## src/ows_pkg.sv

```systemverilog
// Package for the omni wheel speed command block: types and constants.
`default_nettype none
package ows_pkg;

  localparam int FRAC_BITS   = 12;
  localparam int SCALE_SHIFT = FRAC_BITS + 8;
  localparam int ARM_FRAC    = 12;
  localparam int W_FRAC      = 16;

  localparam logic [16:0] HALF_SQRT3_Q16 = 17'd56756;
  localparam logic [9:0]  MAG_MAX        = 10'd1023;
  localparam logic [1:0]  WHEEL_LAST     = 2'd3;

  localparam logic [14:0] SLEW_STEP_RST    = 15'd4096;
  localparam logic [11:0] ROTATION_ARM_RST = 12'd483;
  localparam logic [14:0] SPEED_LIMIT_RST  = 15'd4096;
  localparam logic [19:0] UNITS_GAIN_RST   = 20'd428878;

  localparam logic [3:0] CFG_SLEW_STEP    = 4'd0;
  localparam logic [3:0] CFG_ROTATION_ARM = 4'd1;
  localparam logic [3:0] CFG_SPEED_LIMIT  = 4'd2;
  localparam logic [3:0] CFG_UNITS_GAIN   = 4'd3;

  typedef enum logic [2:0] {
    ST_IDLE,
    ST_YAW_MUL,
    ST_SLEW,
    ST_K_MUL,
    ST_WSUM,
    ST_WCLAMP,
    ST_SCALE,
    ST_EMIT
  } state_t;

endpackage
`default_nettype wire

```

## src/omni_wheel_speed_command.sv

```systemverilog
// Top level: three-wheel omni inverse kinematics with slew limit and servo word output.
//
//  channel   dir  handshake                      payload
//  s_axis    in   s_axis_tvalid/s_axis_tready    forward, lateral, yaw (16b each)
//  m_axis    out  m_axis_tvalid/m_axis_tready    wheel index, speed word, tlast
//  cfg       in   cfg_valid/cfg_ready            register index, write data
//
//  A command is accepted, then its axes and the sine term are formed, then each wheel
//  in turn goes through the shared multiplier; output stalls hold the sequence.
//  s_axis_tready is high only while idle; m_axis holds a word until taken.
//  rst is synchronous: config registers return to defaults, kept axes to zero.
`default_nettype none
module omni_wheel_speed_command
  import ows_pkg::*;
(
  input  wire logic        clk,
  input  wire logic        rst,
  input  wire logic        s_axis_tvalid,
  output logic             s_axis_tready,
  input  wire logic [47:0] s_axis_tdata,   // forward_speed, lateral_speed, yaw_rate
  output logic             m_axis_tvalid,
  input  wire logic        m_axis_tready,
  output logic [15:0]      m_axis_tdata,   // wheel_index, speed_word, zero pad
  output logic             m_axis_tlast,
  input  wire logic        cfg_valid,
  output logic             cfg_ready,
  input  wire logic [3:0]  cfg_index,
  input  wire logic [19:0] cfg_data
);

  state_t state, state_next;

  logic [14:0] slew_step;
  logic [11:0] rotation_arm;
  logic [14:0] speed_limit;
  logic [19:0] units_gain;

  logic signed [15:0] fwd, lat, yaw;
  logic signed [15:0] prev_axis [3];
  logic signed [38:0] prod;
  logic signed [32:0] kp;
  logic signed [35:0] wsum;
  logic [14:0]        mag;
  logic               pos;
  logic [1:0]         wheel;

  logic signed [17:0] mul_a;
  logic signed [20:0] mul_b;
  logic signed [38:0] mul_p;

  logic [38:0]        yaw_neg;
  logic [27:0]        yaw_abs;
  logic [15:0]        yaw_rmag;
  logic signed [15:0] tgt0, tgt1, tgt2;

  logic signed [35:0] a1_f, a1_h, a2_f, kp_x, wsum_next;
  logic [35:0]        wabs;
  logic [19:0]        rmag;
  logic [14:0]        cmag;

  logic [35:0]        scl_sum, scl_q;
  logic [9:0]         mag10;
  logic               emit;

  function automatic logic signed [15:0] slew_fn(input logic signed [15:0] tgt,
                                                 input logic signed [15:0] prev,
                                                 input logic [14:0] step);
    logic signed [17:0] d, s, up, dn;
    d  = 18'(tgt) - 18'(prev);
    s  = signed'({3'b000, step});
    up = 18'(prev) + s;
    dn = 18'(prev) - s;
    if (d > s) begin
      return up[15:0];
    end else if (d < -s) begin
      return dn[15:0];
    end
    return tgt;
  endfunction

  assign cfg_ready = 1'b1;

  always_comb begin
    case (state)
      ST_YAW_MUL: begin
        mul_a = 18'(yaw);
        mul_b = signed'({9'd0, rotation_arm});
      end
      ST_K_MUL: begin
        mul_a = 18'(prev_axis[0]);
        mul_b = signed'({4'd0, HALF_SQRT3_Q16});
      end
      default: begin
        mul_a = signed'({3'd0, mag});
        mul_b = signed'({1'b0, units_gain});
      end
    endcase
    mul_p = mul_a * mul_b;
  end

  always_comb begin
    yaw_neg  = 39'(-prod);
    yaw_abs  = prod[38] ? yaw_neg[27:0] : prod[27:0];
    yaw_rmag = 16'((yaw_abs + 28'(1 << (ARM_FRAC - 1))) >> ARM_FRAC);
    tgt0     = lat;
    tgt1     = (fwd == 16'sh8000) ? 16'sh7fff : -fwd;
    tgt2     = prod[38] ? -signed'(yaw_rmag) : signed'(yaw_rmag);
  end

  always_comb begin
    a1_f = 36'(prev_axis[1]) <<< W_FRAC;
    a1_h = 36'(prev_axis[1]) <<< (W_FRAC - 1);
    a2_f = 36'(prev_axis[2]) <<< W_FRAC;
    kp_x = 36'(kp);
    case (wheel)
      2'd0:    wsum_next = a1_f - a2_f;
      2'd1:    wsum_next = -kp_x - a1_h - a2_f;
      default: wsum_next = kp_x - a1_h - a2_f;
    endcase
  end

  always_comb begin
    wabs = wsum[35] ? 36'(-wsum) : 36'(wsum);
    rmag = 20'((wabs + 36'(1 << (W_FRAC - 1))) >> W_FRAC);
    cmag = (rmag > 20'(speed_limit)) ? speed_limit : rmag[14:0];
  end

  always_comb begin
    scl_sum = 36'(prod[34:0]) + 36'(1 << (SCALE_SHIFT - 1));
    scl_q   = scl_sum >> SCALE_SHIFT;
    mag10   = (scl_q > 36'(MAG_MAX)) ? MAG_MAX : scl_q[9:0];
  end

  always_comb begin
    state_next    = state;
    s_axis_tready = 1'b0;
    emit          = 1'b0;
    case (state)
      ST_IDLE: begin
        s_axis_tready = 1'b1;
        if (s_axis_tvalid) begin
          state_next = ST_YAW_MUL;
        end
      end
      ST_YAW_MUL: state_next = ST_SLEW;
      ST_SLEW:    state_next = ST_K_MUL;
      ST_K_MUL:   state_next = ST_WSUM;
      ST_WSUM:    state_next = ST_WCLAMP;
      ST_WCLAMP:  state_next = ST_SCALE;
      ST_SCALE:   state_next = ST_EMIT;
      ST_EMIT: begin
        if (!m_axis_tvalid || m_axis_tready) begin
          emit       = 1'b1;
          state_next = (wheel == 2'd2) ? ST_IDLE : ST_WSUM;
        end
      end
      default: state_next = ST_IDLE;
    endcase
  end

  always_ff @(posedge clk) begin
    if (rst) begin
      state         <= ST_IDLE;
      slew_step     <= SLEW_STEP_RST;
      rotation_arm  <= ROTATION_ARM_RST;
      speed_limit   <= SPEED_LIMIT_RST;
      units_gain    <= UNITS_GAIN_RST;
      prev_axis[0]  <= '0;
      prev_axis[1]  <= '0;
      prev_axis[2]  <= '0;
      wheel         <= '0;
      m_axis_tvalid <= 1'b0;
    end else begin
      state <= state_next;
      if (cfg_valid && cfg_ready) begin
        case (cfg_index)
          CFG_SLEW_STEP:    slew_step    <= cfg_data[14:0];
          CFG_ROTATION_ARM: rotation_arm <= cfg_data[11:0];
          CFG_SPEED_LIMIT:  speed_limit  <= cfg_data[14:0];
          CFG_UNITS_GAIN:   units_gain   <= cfg_data;
          default: ;
        endcase
      end
      if (state == ST_SLEW) begin
        prev_axis[0] <= slew_fn(tgt0, prev_axis[0], slew_step);
        prev_axis[1] <= slew_fn(tgt1, prev_axis[1], slew_step);
        prev_axis[2] <= slew_fn(tgt2, prev_axis[2], slew_step);
        wheel        <= '0;
      end
      if (emit) begin
        wheel         <= wheel + 2'd1;
        m_axis_tvalid <= 1'b1;
      end else if (m_axis_tready) begin
        m_axis_tvalid <= 1'b0;
      end
    end
  end

  always_ff @(posedge clk) begin
    if (s_axis_tvalid && s_axis_tready) begin
      fwd <= s_axis_tdata[15:0];
      lat <= s_axis_tdata[31:16];
      yaw <= s_axis_tdata[47:32];
    end
    if (state == ST_YAW_MUL || state == ST_SCALE) begin
      prod <= mul_p;
    end
    if (state == ST_K_MUL) begin
      kp <= mul_p[32:0];
    end
    if (state == ST_WSUM) begin
      wsum <= wsum_next;
    end
    if (state == ST_WCLAMP) begin
      mag <= cmag;
      pos <= !wsum[35] && (cmag != 15'd0);
    end
    if (emit) begin
      m_axis_tdata <= {3'b000, pos, mag10, wheel + 2'd1};
      m_axis_tlast <= (wheel == 2'd2);
    end
  end

endmodule
`default_nettype wire

```

## config.mk

```make
export PLATFORM = sky130hd
export DESIGN_NAME = omni_wheel_speed_command
export DESIGN_NICKNAME = d
export VERILOG_FILES = /design/src/ows_pkg.sv /design/src/omni_wheel_speed_command.sv
export SDC_FILE = /design/constraint.sdc
export NUM_CORES = 2
export LEC_CHECK = 0
export ABC_AREA = 1
export BUFFER_PORTS_ARGS = -buffer_cell sky130_fd_sc_hd__buf_4
export CAP_MARGIN = 20
export CORE_MARGIN = 2
export CORE_UTILIZATION = 30
export CTS_BUF_LIST = sky130_fd_sc_hd__clkbuf_8
export CTS_CLUSTER_DIAMETER = 100
export DETAILED_ROUTE_END_ITERATION = 10
export PLACE_DENSITY = 0.51
export REMOVE_ABC_BUFFERS = 1
export SYNTH_ARGS = -nofsm -noshare
export SYNTH_HDL_FRONTEND = slang
export SYNTH_SLANG_ARGS = --single-unit
```

## constraint.sdc

```tcl
create_clock -name clk -period 26.5 [get_ports clk]
set_input_delay 2.65 -clock clk [delete_from_list [all_inputs] [get_ports clk]]
set_output_delay 2.65 -clock clk [all_outputs]
set_load 0.01 [all_outputs]
```

### Word-level counts from Yosys, hierarchy flattened

Memory sizes are Yosys's and may differ from the RTL's.
Cells that the tools add are included.

* add/subtract/negate cells: 24
* $mul: 1
* $lt $le $gt $ge: 8
* equality and inequality tests: 15
* multiplexer cells: 54
* bitwise logic cells: 3
* reduce and logical (&&, ||, !) cells: 17

Operator list (count)
* $mux 16: 20
* $pmux 36 s2: 1
* $lt 17x18->1: 3
* $gt 17x16->1: 3
* $sub 16x16->17: 3
* $add 16x16->16: 3
* $sub 16x16->16: 3
* $pmux 20 s2: 1
* $mul 18x21->39: 1
* $add 35x20->36 const B: 1
* $add 36x16->36 const B: 1
* $mux 36: 1
* $neg 33->36: 1
* $neg 36->36: 1
* $pmux 18 s2: 1
* $sub 36x31->36: 1
* $sub 36x32->36: 1
* $sub 34x32->35: 1
* $sub 33x31->34: 1
* $sub 32x32->33: 1
* $neg 16->16: 2
* $add 28x12->28 const B: 1
* $mux 28: 1
* $neg 28->28: 1
* 28 further kinds: 68

* register bits: 254
* RAM bits: 48
* input bits: 77
* output and inout bits: 20
* word-level logic and storage cells: 141
* memories: 1

Memory list
* prev_axis: words 3, bits a word 16, rd ports 3, clocked after memory_dff 0, write ports 3, line omni_wheel_speed_command.sv:39 `logic signed [15:0] prev_axis [3];`

### Logic depth before layout (Yosys ltp)

* depth in word-level cells: 15
* depth in mapped cells: 58
* gate-level depth less buffers: 57

### Least setup slack after synthesis

Ideal clock, no wire load.

* path kind: register -> register
* start: register state[0]
* end: register kp[32] (data pin)
* setup time: 0.263 ns
* data arrival time: 8.458 ns
* required time: 26.237 ns
* path slack: 17.779 ns
* stages on the path, launching flop included: 30
* path buffers: 2
* period minus slack after synthesis: 8.721 ns
* path through: dfxtp_1 > ha_1 > inv_1 > nor2_1 > inv_1 > o21ai_0 > clkbuf_1 > clkbuf_1 > nand2_1 > fa_1 > fa_1 > inv_1 > fa_1 > inv_1 > fa_1 > fa_1 > inv_1 > fa_1 > ha_1 > nand2_1 > nor2_1 > nand2_1 > o2111ai_1 > a21oi_1 > o31ai_1 > nand2_1 > nand2_1 > nand2_1 > nand2_1 > xor2_1

* longest elaborated chain between the ends: 3
* elaborated cells on any way between the ends: 5
* those cells by class: mul (1); eq/ne (2); mux (2)

RTL lines
* start, declared: line omni_wheel_speed_command.sv:31 `state_t state, state_next;`
* start signal, assigned: line omni_wheel_speed_command.sv:174 `state <= state_next;`
* $eq 3x2->1 / $eq 3x1->1 (equally long branches): line omni_wheel_speed_command.sv:84 `case (state)`
* $pmux 18 s2 / $pmux 20 s2 (equally long branches): line omni_wheel_speed_command.sv:84
* $mul 18x21->39 *: line omni_wheel_speed_command.sv:98 `mul_p = mul_a * mul_b;`
* net mul_p[32]: line omni_wheel_speed_command.sv:49 `logic signed [38:0] mul_p;`
* end signal, assigned: line omni_wheel_speed_command.sv:209 `kp <= mul_p[32:0];`
* end, declared: line omni_wheel_speed_command.sv:41 `logic signed [32:0] kp;`

The timed path passes the listed nets; every way through them passes the cells marked *.
A chain may end at the register's enable or synchronous reset.

### Worst setup path after layout

* start: register state[0]
* end: register prod[31] (data pin)

* longest elaborated chain between the ends: 3
* elaborated cells on any way between the ends: 5
* those cells by class: mul (1); eq/ne (2); mux (2)

RTL lines
* $eq 3x2->1 / $eq 3x1->1 (equally long branches): line omni_wheel_speed_command.sv:84
* $pmux 18 s2 / $pmux 20 s2 (equally long branches): line omni_wheel_speed_command.sv:84
* $mul 18x21->39 *: line omni_wheel_speed_command.sv:98
* net mul_p[31]: line omni_wheel_speed_command.sv:49
* end signal, assigned: line omni_wheel_speed_command.sv:206 `prod <= mul_p;`
* end, declared: line omni_wheel_speed_command.sv:40 `logic signed [38:0] prod;`

Marks and branches as above.

==> impl_results.html <==
<table>
<tr><th>Metric</th><th>Value</th></tr>
<tr><th colspan="2">Floorplanning</th></tr>
<tr><td>Initial standard-cell utilization of the core</td><td>30.2%</td></tr>
<tr><td>Core area</td><td>126000 um2</td></tr>
<tr><td>Die area</td><td>130000 um2</td></tr>
<tr><td># IOs</td><td>97</td></tr>
<tr><td>Width of the die</td><td>360 um</td></tr>
<tr><td>Cell row count</td><td>130</td></tr>
<tr><td>Y dimension of the die</td><td>360 um</td></tr>
<tr><th colspan="2">GRT</th></tr>
<tr><td>Total global routing track utilization</td><td>19.5%</td></tr>
<tr><td>Global routing met2 resource utilization</td><td>30.1%</td></tr>
<tr><td>Overflow left after global routing</td><td>0</td></tr>
<tr><td>Global-route met1 utilization</td><td>28.4%</td></tr>
<tr><td>Busiest layer in global routing</td><td>met2</td></tr>
<tr><td>Number of antenna violations at the first check in global routing</td><td>3</td></tr>
<tr><td>Met3 capacity usage during global routing</td><td>2.80%</td></tr>
<tr><td>Global-route wire length before repair</td><td>194000 um</td></tr>
<tr><td>Largest net degree at the start of global routing</td><td>65</td></tr>
<tr><td>Via count of the first global-routing pass</td><td>31900</td></tr>
<tr><th colspan="2">Timing</th></tr>
<tr><td>Slew at the pin with the worst max-slew slack</td><td>0.986 ns</td></tr>
<tr><td>Setup clock skew after layout</td><td>0.0979 ns</td></tr>
<tr><td>Number of hold-slack violations in the final timing report</td><td>0</td></tr>
<tr><td>Fin crit period</td><td>9.03 ns</td></tr>
<tr><td>Slew headroom</td><td>34.0%</td></tr>
<tr><td>Max-slew violation count</td><td>0</td></tr>
<tr><td>Achievable clock frequency</td><td>111 MHz</td></tr>
<tr><td>Setup repair after global routing missed its margin</td><td>false</td></tr>
<tr><td>Final Cycle Share</td><td>34.1%</td></tr>
<tr><td>Final setup viols</td><td>0</td></tr>
<tr><td>Post-route setup TNS</td><td>0 ns</td></tr>
<tr><th colspan="2">Clocking</th></tr>
<tr><td>Clock-pin slew on the worst setup and hold paths</td><td>0.06 ns</td></tr>
<tr><td>CTS Root Cell</td><td>sky130_fd_sc_hd__clkbuf_8</td></tr>
<tr><td>Gates resized, CTS repair</td><td>0</td></tr>
<tr><td>Clock tree sinks</td><td>299</td></tr>
<tr><td>Insertion delay of the later-clocked pin in the worst-skew pair</td><td>0.72 ns</td></tr>
<tr><td>TritonCTS buffer count</td><td>55</td></tr>
<tr><td>TritonCTS clock tree</td><td>done</td></tr>
<tr><td>Post-CTS Repair Setup Buffers</td><td>0</td></tr>
<tr><td>H-Tree Depth</td><td>2</td></tr>
<tr><td>Maximum buffer depth of the clock tree</td><td>3</td></tr>
<tr><td>Number of buffers inserted for hold repair after clock tree synthesis</td><td>0</td></tr>
<tr><th colspan="2">Synthesis</th></tr>
<tr><td>Total of warnings raised by yosys</td><td>0</td></tr>
<tr><td>List of most frequent post-synthesis cells</td><td>946 x sky130_fd_sc_hd__nand2_1, 904 x sky130_fd_sc_hd__inv_1, 456 x sky130_fd_sc_hd__nor2_1</td></tr>
<tr><td>Most used standard cell by instance count after synthesis</td><td>sky130_fd_sc_hd__nand2_1</td></tr>
<tr><td>Top cells by area in the synthesized netlist</td><td>sky130_fd_sc_hd__edfxtp_1 18%, sky130_fd_sc_hd__fa_1 17%, sky130_fd_sc_hd__ha_1 15%</td></tr>
<tr><td>Most used flip-flop cell after synthesis</td><td>sky130_fd_sc_hd__edfxtp_1</td></tr>
<tr><td>Post-synth EDFFs</td><td>231</td></tr>
<tr><td>Post-synthesis cell type with the largest combined area</td><td>sky130_fd_sc_hd__edfxtp_1</td></tr>
<tr><td>Unique cell type count in the Yosys netlist</td><td>63</td></tr>
<tr><td>Netlist area before placement</td><td>38000 um2</td></tr>
<tr><td>Share of synthesized flip-flops with an asynchronous set or reset</td><td>0%</td></tr>
<tr><td>Number of synthesized register bits</td><td>299</td></tr>
<tr><td>Area fraction of the dominant cell type after synthesis</td><td>18.3%</td></tr>
<tr><td>Average footprint of a synthesized cell</td><td>7.81 um2</td></tr>
<tr><td>Part of the Yosys area used for sequential elements</td><td>21.8%</td></tr>
<tr><td>Gate count after technology mapping</td><td>4863</td></tr>
<tr><th colspan="2">Worst setup path</th></tr>
<tr><td>Worst reg-to-reg setup slack</td><td>17.47 ns</td></tr>
<tr><td>Cell repeated most along the worst path</td><td>sky130_fd_sc_hd__nand2_1</td></tr>
<tr><td>Worst R2R End</td><td>prod[31]</td></tr>
<tr><td>Delay of the slowest cell on the worst path</td><td>0.78 ns</td></tr>
<tr><td>CP max FO</td><td>39</td></tr>
<tr><td>Depth of the worst register-to-register path</td><td>36</td></tr>
<tr><td>Type of the worst setup path</td><td>flip-flop to flip-flop</td></tr>
<tr><td>CP Launch Type</td><td>flip-flop</td></tr>
<tr><td>Count of buffering cells on the critical path with inverters included</td><td>8</td></tr>
<tr><td>Worst flop-to-flop path startpoint</td><td>state[0]</td></tr>
<tr><td>Data required time of the critical path</td><td>26.88 ns</td></tr>
<tr><td>Nature of the critical path endpoint</td><td>flip-flop</td></tr>
<tr><td>Cell family contributing the most delay on the critical path</td><td>adder cells</td></tr>
<tr><td>Slowest cell on crit path</td><td>sky130_fd_sc_hd__clkinv_1</td></tr>
<tr><td>Worst endpoint data arrival time</td><td>9.42 ns</td></tr>
<tr><th colspan="2">Routing</th></tr>
<tr><td>Router iterations before antenna repair</td><td>5</td></tr>
<tr><td>Average via count per standard cell</td><td>4.90</td></tr>
<tr><td>Post-route DRC violation count</td><td>0</td></tr>
<tr><td>Routed WL</td><td>127000 um</td></tr>
<tr><td>Total number of vias</td><td>32700</td></tr>
<tr><td>Antenna violation net count after detailed routing</td><td>0</td></tr>
<tr><td>Routed len/inst</td><td>19.1 um</td></tr>
<tr><td>Drt first-iter violations</td><td>2651</td></tr>
<tr><th colspan="2">Place</th></tr>
<tr><td>Post-place instance area</td><td>40700 um2</td></tr>
<tr><td>Final RePlAce weighted congestion</td><td>0.933</td></tr>
<tr><td>HPWL after detailed placement</td><td>105000 um</td></tr>
<tr><td>Number of buffer cells added on primary ports</td><td>92</td></tr>
<tr><th colspan="2">Finish</th></tr>
<tr><td>Final standard cell area without fillers</td><td>41900 um2</td></tr>
<tr><td>Ratio of cells with drive above 1 in the final layout</td><td>6.46%</td></tr>
<tr><td>Fraction of the core area covered by cells at the end of the flow</td><td>33.3%</td></tr>
<tr><td>FILL cells</td><td>13400</td></tr>
<tr><td>Final net count</td><td>5826</td></tr>
<tr><td>Signed area change from the synthesized netlist to the final layout</td><td>10.3%</td></tr>
<tr><th colspan="2">Worst hold path</th></tr>
<tr><td>Terminating pin of the worst hold path</td><td>units_gain[19]</td></tr>
<tr><td>Number of cells on the worst hold path</td><td>2</td></tr>
<tr><td>Start point of the worst hold path</td><td>units_gain[19]</td></tr>
<tr><td>Hold/Removal Path Class</td><td>flip-flop to flip-flop</td></tr>
<tr><th colspan="2">Job</th></tr>
<tr><td>Max-cap violations</td><td>0</td></tr>
<tr><th colspan="2">Status</th></tr>
<tr><td>Status</td><td>complete, no violations</td></tr>
</table>
cell usage in the layout, fill, tap and decap left out, types with 15 or more instances in the layout:
cell type                    n
sky130_fd_sc_hd__nor2_2     17
sky130_fd_sc_hd__inv_1     924
sky130_fd_sc_hd__clkinv_1   17
sky130_fd_sc_hd__xnor2_1    55
sky130_fd_sc_hd__fa_1      329
sky130_fd_sc_hd__or2_2      18
sky130_fd_sc_hd__nor2_1    453
sky130_fd_sc_hd__o211ai_1   16
sky130_fd_sc_hd__ha_1      453
sky130_fd_sc_hd__o22ai_1    20
sky130_fd_sc_hd__clkbuf_8   63
sky130_fd_sc_hd__buf_4     132
sky130_fd_sc_hd__nand2_2    28
sky130_fd_sc_hd__nor2_4     15
sky130_fd_sc_hd__nor3_1     35
sky130_fd_sc_hd__nand2_1   945
sky130_fd_sc_hd__edfxtp_1  231
sky130_fd_sc_hd__o21ai_0   260
sky130_fd_sc_hd__dfxtp_1    68
sky130_fd_sc_hd__a21oi_1   348
sky130_fd_sc_hd__o21ai_1    17
sky130_fd_sc_hd__nand4_1    45
sky130_fd_sc_hd__xor2_1    117
sky130_fd_sc_hd__nand3_1   204
layout make-up:
class | instances | area [um2] | share of cell area, %
Antenna cell | 2 | 5.00 | 0.0119
Sequential cell | 299 | 8300 | 19.8
Timing Repair Buffer | 134 | 1030 | 2.45
Tap cell | 1650 | 2060 | 4.93
Clock inverter | 40 | 283 | 0.675
Clock buffer | 63 | 867 | 2.07
Multi-Input combinational cell | 3555 | 25900 | 61.8
Inverter | 922 | 3460 | 8.26
tightest hold or removal path, stage by stage, from the launching register on:
cell and delay [ns]:
sky130_fd_sc_hd__dfxtp_1 0.30, sky130_fd_sc_hd__inv_1 0.06, sky130_fd_sc_hd__a21oi_1 0.05
worst max-delay path by stage:
stage               startpoint  slack [ns]  cells past startpoint          endpoint
floorplan             state[0]       16.36                     29            kp[32]
global route            fwd[0]       16.46                     52  prev_axis[0][29]
global placement      state[0]       17.62                     36            kp[31]
detailed placement    state[0]       17.47                     36            kp[31]
CTS                   state[0]       17.31                     36          prod[31]
finish                state[0]       17.47                     36          prod[31]
sequential cells by signal, indices dropped and copies added (netlist names), 2 cells and up:
signal        cells
speed_limit      15
slew_step        15
rotation_arm     12
yaw              16
prod             36
state             3
units_gain       20
fwd              16
wsum             36
prev_axis        48
mag              15
kp               33
wheel             2
lat              16
m_axis_tdata     13
kinds of logic after synthesis:
group           Yosys count  synth area share [%]
fa+ha+maj               782                  32.3
simple gates           1799                  20.0
other cells               2                0.0198
buf+inv                1020                  10.2
xor+xnor                177                  4.18
flops                   299                  21.8
compound gates          784                  11.5
per-stage QoR:
step,hold WS (ns),worst slack (ns),cells
after floorplan,0.400,16.36,4776
after global placement,0.439,17.62,6558
after detailed placement,0.444,17.47,6559
after CTS,0.457,17.31,6662
after global routing,0.469,16.46,6664
final,0.454,17.47,6665
per-layer routing:
metal	routed length, um	vias to the layer above
met1	61000	15700
met4	2640	0
met2	55300	1037
li1	-	15800
met5	0	-
met3	8390	122
Power is not shown: default switching activity piles up to over one toggle a cycle in this logic, so the estimate is an artifact.
